===== config.mk =====
export PLATFORM = sky130hd
export DESIGN_NAME = value_noise_2d_8bit
export DESIGN_NICKNAME = d
export VERILOG_FILES = /design/src/rtl/core/vnz_pkg.sv /design/src/rtl/core/vnz_hash.sv /design/src/rtl/core/vnz_ease.sv /design/src/rtl/core/vnz_blend.sv /design/src/rtl/core/value_noise_2d_8bit.sv
export SDC_FILE = /design/constraint.sdc
export NUM_CORES = 2
export LEC_CHECK = 0
export ABC_AREA = 1
export ABC_CLOCK_PERIOD_IN_PS = 16100
export BUFFER_PORTS_ARGS = -buffer_cell sky130_fd_sc_hd__buf_2
export CAP_MARGIN = 20
export CELL_PAD_IN_SITES_DETAIL_PLACEMENT = 0
export CELL_PAD_IN_SITES_GLOBAL_PLACEMENT = 1
export CORE_ASPECT_RATIO = 1.25
export CORE_MARGIN = 1.5
export CORE_UTILIZATION = 57
export CTS_CLUSTER_SIZE = 14
export DETAILED_ROUTE_END_ITERATION = 10
export PLACE_DENSITY_LB_ADDON = 0.05
export REMOVE_ABC_BUFFERS = 1
export SYNTH_ARGS = -nofsm -noshare
export SYNTH_HDL_FRONTEND = slang
export SYNTH_SLANG_ARGS = --single-unit

===== constraint.sdc =====
create_clock -name clk_i -period 16.1 [get_ports clk_i]
set_clock_uncertainty 0.05 [all_clocks]
set_input_delay 3.22 -clock clk_i [delete_from_list [all_inputs] [get_ports clk_i]]
set_output_delay 3.22 -clock clk_i [all_outputs]
set_load 0.03 [all_outputs]

===== src/rtl/core/vnz_pkg.sv =====
// Shared constants, types and the blend function for the 2D value noise pipeline.
package vnz_pkg;

  localparam int unsigned NUM_STAGES = 5;

  localparam logic [31:0] HASH_MUL_X   = 32'h9E3779B9;
  localparam logic [31:0] HASH_MUL_Y   = 32'h85EBCA6B;
  localparam logic [31:0] HASH_MUL_MIX = 32'hC2B2AE35;
  localparam logic [9:0]  EASE_BASE    = 10'd765;

  // per-stage load enables
  typedef struct packed {
    logic s1;
    logic s2;
    logic s3;
    logic s4;
    logic s5;
  } stage_en_t;

  // a + floor((b - a) * w / 256); the result always lies between a and b
  function automatic logic [7:0] lerp8(logic [7:0] a, logic [7:0] b, logic [7:0] w);
    logic signed [8:0]  diff;
    logic signed [8:0]  ws;
    logic signed [17:0] prod;
    logic signed [9:0]  sum;
    diff = $signed({1'b0, b}) - $signed({1'b0, a});
    ws   = $signed({1'b0, w});
    prod = diff * ws;
    sum  = $signed({2'b00, a}) + prod[17:8];
    return sum[7:0];
  endfunction

endpackage


===== src/rtl/core/vnz_hash.sv =====
// Three-stage corner hash: multiply-add, xor-shift, multiply, final xor-shift.
module vnz_hash
  import vnz_pkg::*;
(
  input  logic      clk_i,
  input  stage_en_t en_i,
  input  logic [7:0] cell_x_i,
  input  logic [7:0] cell_y_i,
  output logic [7:0] hash_o
);

  logic [31:0] mul_x_d, mul_x_q;
  logic [31:0] mul_y_d, mul_y_q;
  logic [31:0] sum;
  logic [31:0] mix_d, mix_q;
  logic [31:0] prod;
  logic [23:0] prod_d, prod_q;

  assign mul_x_d = {24'd0, cell_x_i} * HASH_MUL_X;
  assign mul_y_d = {24'd0, cell_y_i} * HASH_MUL_Y;
  assign sum     = mul_x_q + mul_y_q;
  assign mix_d   = sum ^ (sum >> 13);
  assign prod    = mix_q * HASH_MUL_MIX;
  // only the low byte survives, so bits 23:16 are all the final shift needs
  assign prod_d  = prod[23:0];
  assign hash_o  = prod_q[7:0] ^ prod_q[23:16];

  always_ff @(posedge clk_i) begin
    if (en_i.s1) begin
      mul_x_q <= mul_x_d;
      mul_y_q <= mul_y_d;
    end
    if (en_i.s2) begin
      mix_q <= mix_d;
    end
    if (en_i.s3) begin
      prod_q <= prod_d;
    end
  end

endmodule


===== src/rtl/core/vnz_ease.sv =====
// Three-stage cubic ease curve of an 8-bit fraction.
module vnz_ease
  import vnz_pkg::*;
(
  input  logic      clk_i,
  input  stage_en_t en_i,
  input  logic [7:0] frac_i,
  output logic [7:0] eased_o
);

  logic [7:0]  frac_q;
  logic [15:0] sq_d, sq_q;
  logic [9:0]  coef;
  logic [25:0] cube;
  logic [7:0]  eased_d, eased_q;
  logic [7:0]  eased_dly_q;

  assign sq_d    = {8'd0, frac_i} * {8'd0, frac_i};
  assign coef    = EASE_BASE - {1'b0, frac_q, 1'b0};
  assign cube    = {10'd0, sq_q} * {16'd0, coef};
  assign eased_d = cube[23:16];
  assign eased_o = eased_dly_q;

  always_ff @(posedge clk_i) begin
    if (en_i.s1) begin
      frac_q <= frac_i;
      sq_q   <= sq_d;
    end
    if (en_i.s2) begin
      eased_q <= eased_d;
    end
    // delay to line up with the hash
    if (en_i.s3) begin
      eased_dly_q <= eased_q;
    end
  end

endmodule


===== src/rtl/core/vnz_blend.sv =====
// Two-stage bilinear blend: along x for both rows, then along y.
module vnz_blend
  import vnz_pkg::*;
(
  input  logic      clk_i,
  input  stage_en_t en_i,
  input  logic [7:0] h00_i,
  input  logic [7:0] h10_i,
  input  logic [7:0] h01_i,
  input  logic [7:0] h11_i,
  input  logic [7:0] wx_i,
  input  logic [7:0] wy_i,
  output logic [7:0] noise_o
);

  logic [7:0] row0_q, row1_q, wy_q;
  logic [7:0] noise_q;

  assign noise_o = noise_q;

  always_ff @(posedge clk_i) begin
    if (en_i.s4) begin
      row0_q <= lerp8(h00_i, h10_i, wx_i);
      row1_q <= lerp8(h01_i, h11_i, wx_i);
      wy_q   <= wy_i;
    end
    if (en_i.s5) begin
      noise_q <= lerp8(row0_q, row1_q, wy_q);
    end
  end

endmodule


===== src/rtl/core/value_noise_2d_8bit.sv =====
// 2D value noise, 8-bit: five-stage pipeline from coordinates to noise value.
//
// Input channel: coord_x_i and coord_y_i with valid_i / ready_o. Each
// coordinate's high byte selects the lattice cell, the low byte is the
// fraction. Output channel: noise_value_o with valid_o / ready_i. A word
// moves when valid and ready are both high at a rising clock edge.
//
// valid_o rises once an accepted input word has reached the last of the
// five register stages. Throughput is one word per cycle, set by those
// stages (hash multiplies and ease square, hash add and xor-shift with
// ease cube, hash mix multiply, x blend, y blend), each of which loads a
// new word every cycle while it can pass its contents on.
//
// When the receiver stalls, words stay in their stages and the empty
// stages ahead of the stall still fill, so ready_o drops only once all
// five stages hold a word. The output word holds until it is taken.
// Reset (rst_ni low, asynchronous) empties the pipeline; no other state.
module value_noise_2d_8bit
  import vnz_pkg::*;
(
  input  logic        clk_i,
  input  logic        rst_ni,
  input  logic        valid_i,
  output logic        ready_o,
  input  logic [15:0] coord_x_i,
  input  logic [15:0] coord_y_i,
  output logic        valid_o,
  input  logic        ready_i,
  output logic [7:0]  noise_value_o
);

  logic [NUM_STAGES-1:0] valid_q, valid_d;
  logic [NUM_STAGES-1:0] stage_rdy;
  stage_en_t             en;

  logic [7:0] cell_x, cell_y, cell_xn, cell_yn;
  logic [7:0] h00, h10, h01, h11;
  logic [7:0] wx, wy;

  // a stage can load when it is empty or its word moves on this cycle
  always_comb begin
    stage_rdy[NUM_STAGES-1] = !valid_q[NUM_STAGES-1] || ready_i;
    for (int k = NUM_STAGES - 2; k >= 0; k--) begin
      stage_rdy[k] = !valid_q[k] || stage_rdy[k+1];
    end
  end

  assign en.s1 = stage_rdy[0];
  assign en.s2 = stage_rdy[1];
  assign en.s3 = stage_rdy[2];
  assign en.s4 = stage_rdy[3];
  assign en.s5 = stage_rdy[4];

  always_comb begin
    valid_d = valid_q;
    if (stage_rdy[0]) begin
      valid_d[0] = valid_i;
    end
    for (int k = 1; k < NUM_STAGES; k++) begin
      if (stage_rdy[k]) begin
        valid_d[k] = valid_q[k-1];
      end
    end
  end

  always_ff @(posedge clk_i or negedge rst_ni) begin
    if (!rst_ni) begin
      valid_q <= '0;
    end else begin
      valid_q <= valid_d;
    end
  end

  assign ready_o = stage_rdy[0];
  assign valid_o = valid_q[NUM_STAGES-1];

  assign cell_x  = coord_x_i[15:8];
  assign cell_y  = coord_y_i[15:8];
  assign cell_xn = cell_x + 8'd1;
  assign cell_yn = cell_y + 8'd1;

  vnz_hash u_hash00 (.clk_i, .en_i(en), .cell_x_i(cell_x),  .cell_y_i(cell_y),  .hash_o(h00));
  vnz_hash u_hash10 (.clk_i, .en_i(en), .cell_x_i(cell_xn), .cell_y_i(cell_y),  .hash_o(h10));
  vnz_hash u_hash01 (.clk_i, .en_i(en), .cell_x_i(cell_x),  .cell_y_i(cell_yn), .hash_o(h01));
  vnz_hash u_hash11 (.clk_i, .en_i(en), .cell_x_i(cell_xn), .cell_y_i(cell_yn), .hash_o(h11));

  vnz_ease u_ease_x (.clk_i, .en_i(en), .frac_i(coord_x_i[7:0]), .eased_o(wx));
  vnz_ease u_ease_y (.clk_i, .en_i(en), .frac_i(coord_y_i[7:0]), .eased_o(wy));

  vnz_blend u_blend (
    .clk_i,
    .en_i   (en),
    .h00_i  (h00),
    .h10_i  (h10),
    .h01_i  (h01),
    .h11_i  (h11),
    .wx_i   (wx),
    .wy_i   (wy),
    .noise_o(noise_value_o)
  );

  // an empty output stage lets the whole pipeline take a word
  a_empty_out_ready: assert property (@(posedge clk_i) disable iff (!rst_ni)
    !valid_q[NUM_STAGES-1] |-> ready_o)
    else $error("input blocked while output stage is empty");

  // a taken output frees the input side in the same cycle
  a_ready_chain: assert property (@(posedge clk_i) disable iff (!rst_ni)
    ready_i |-> ready_o)
    else $error("ready_i high but ready_o low");

  // back-pressure reaches the input only when every stage is full
  a_full_on_stall: assert property (@(posedge clk_i) disable iff (!rst_ni)
    !ready_o |-> (&valid_q))
    else $error("ready_o low with a bubble in the pipeline");

endmodule


==> flow_summary.ini <==
[outcome]
status = finished clean

[global_routing]
antenna_found_initial = 4
overflow = 0
grt_pass1_vias = 57207
grt_max_degree = 82
top_usage_layer = met2
use_met1 = 0.3502
track_usage = 0.2929
met3_usage = 0.02358
grtUsageMet2 = 0.5339
grt_pass1_wl_um = 305000

[die]
die_w_um = 327.8
die_area_um2 = 134000
initial_core_util = 0.5756
top_level_ports = 46
die_y_um = 408.9
fp-row-count = 148
coreArea_um2 = 130600

[setup_path]
critPathArrivalTime_ns = 5.62
start_kind = primary input
worstRegToRegCells = 34
worst_r2r_startpoint = u_blend.row0_q[0]
critPathMaxStageDelay_ns = 0.44
setup.worst_path.start = ready_i
path_cells = buf_2, nor2_1, inv_1, nor2_1, inv_1, nor2_1, clkinv_2, nor2_1, nand2_4, buf_2
slowest_stage = inv_1
cp.required_ns = 12.83
crit_top_cell = nor2_1
r2r_slack_ns = 8.30
cp_max_fo = 31
cp-endpoint = ready_o
worstSetupPathType = primary input to output pin
crit_path_end_kind = output pin
r2r-end = u_blend.noise_o[7]

[route]
ant_nets = 0
wl_per_cell_um = 18.91
finalWirelength_um = 192000
firstDrtPassIters = 6
drt_iter0_markers = 2575
drc = 0
via_per_inst = 5.330
dr_total_vias = 54123

[synth]
synth_edf_count = 396
async_reset_ff_frac = 0.01247
synth_top_cells_by_count = inv_1, ha_1, nand2_1
synth_top_family_by_area = adder cells
synth_top_area_frac = 0.2781
yosys_register_bits = 401
post_synth_xor_area_fraction = 0.06787
synthTopCellsByArea = fa_1, ha_1, edfxtp_1, inv_1, nand2_1
synth_simple_gate_area_share = 0.1173
post_synth_fa_ha_maj_area_fraction = 0.4853
ys_seq_area_frac = 0.1599
synthCells = 8325
synth_compound_area_frac = 0.06715
synth_top_cell_by_area = fa_1
synth.area.mux_share = 0
ys.flop_type = edfxtp_1
syn_avg_cell_area_um2 = 9.026
syn_area_um2 = 75140
yosys_warnings = 0
ys_types = 64
yosys.cell_count.top_type = inv_1

[layout]
area.growth.synth_to_final_pct = 5.192
antennaDiodeCount = 0
nets = 10718
instances_no_fill = 10155
finish.utilization = 0.6055
stdcell_area_um2 = 79050
drive_gt1_frac = 0.02728

[placed_design]
dpl.hpwl_um = 169400
dp_cells = 10070
portBuffers = 45
gp_congestion = 1.058
dpl_cell_area_um2 = 77470

[sta]
worst_slew_pin_slew_ns = 1.032
fin_crit_sh = 0.5522
tns_ns = 0
setup-violations-final = 0
finalHoldViolCount = 0
fmax_ghz = 0.1125
final.min_clock_period_ns = 8.890
relSlewSlack = 0.3030
rsz0062_at_grt = no
maxSlewViolCount = 0

[clock_tree]
cts_sinks = 401
cts_hold_buf = 0
clk_pin_slew_ns = 0.06
cts_setup_buffers = 0
clk_latency_ns = 0.64
cts-resized-gates = 0
clockBufferDepth = 3
cts_tree = done
cts.htree.levels = 2
cts_inserted_buffers = 46
clockRootBuffer = clkbuf_16

[run]
maxCapViolations = 0

[hold_path]
hp-class = flip-flop to flip-flop
worst max-delay path, delay by kind of cell:
kind                   cells  cell delay [ns]
AND/OR/NAND/NOR            5             1.21
buffers and inverters      5             1.13
per-stage QoR:
step	hold slack, ns	setup slack [ns]
after floorplan	0.3503	3.000
after global placement	0.3519	6.824
after detailed placement	0.3545	6.800
after CTS	0.3575	7.176
after global routing	0.3616	6.900
final	0.3582	7.210
layout by cell type, fill, tap and decap left out, drive strengths merged, types with 9 or more instances in the layout:
cell	count
conb	14
a21boi	16
or2	24
clkbuf	50
o31ai	17
clkinv	19
o21ai	217
o21bai	44
nand3b	14
a31oi	17
ha	1244
xnor2	204
nor3	67
o21a	12
xor2	356
o211ai	14
a21o	43
nand3	232
fa	1044
inv	1999
nand4	41
edfxtp	396
buf	59
a211oi	9
nor2	509
nor4	24
nand2	1222
a21oi	459
cell type report:
cell class	instances	area [um2]
clock buffer	50	1187
inverter	1994	7488
clock inverter	34	376.6
tap	1725	2158
fill	11652	51500
sequential	401	12020
multi-input combinational	5892	55490
timing repair buffer	59	330.3
state kept, by name (all words and copies together) (netlist names), 15 cells and up:
| register | cells |
|---|---|
| u_hash10.mul_y_q | 32 |
| u_hash01.mix_q | 24 |
| u_hash10.mix_q | 24 |
| u_hash01.mul_x_q | 32 |
| u_hash00.mix_q | 24 |
| u_ease_y.sq_q | 15 |
| u_hash11.prod_q | 16 |
| u_hash10.prod_q | 16 |
| u_ease_x.sq_q | 15 |
| u_hash11.mix_q | 24 |
| u_hash11.mul_y_q | 32 |
| u_hash01.prod_q | 16 |
| u_hash00.prod_q | 16 |
| u_hash11.mul_x_q | 32 |
layer usage:
layer	up-vias	part of all wire
met4	2	0.052
met3	358	0.031
li1	26319	-
met2	1020	0.51
met5	-	0.000062
met1	26424	0.41
worst min path at each step:
stage                        startpoint                   to  depth (start not counted)
finish              u_ease_y.eased_q[5]  u_ease_y.eased_o[5]                          0
global route        u_ease_y.eased_q[4]  u_ease_y.eased_o[4]                          0
CTS                 u_ease_y.eased_q[5]  u_ease_y.eased_o[5]                          0
detailed placement  u_ease_y.eased_o[2]      u_blend.wy_q[2]                          0
global placement    u_ease_y.eased_o[3]      u_blend.wy_q[3]                          0
floorplan           u_ease_y.eased_o[0]      u_blend.wy_q[0]                          0
cells by family after synthesis:
kind of cell | after synthesis
adders and majority gates | 2288
and+or+nand+nor | 2148
buffers and inverters | 2044
AOI/OAI and AO/OA | 878
xor gates and xnor gates | 564
DFF | 401
other | 2
Power is not shown: default switching activity piles up to over one toggle a cycle in this logic, so the estimate is an artifact.
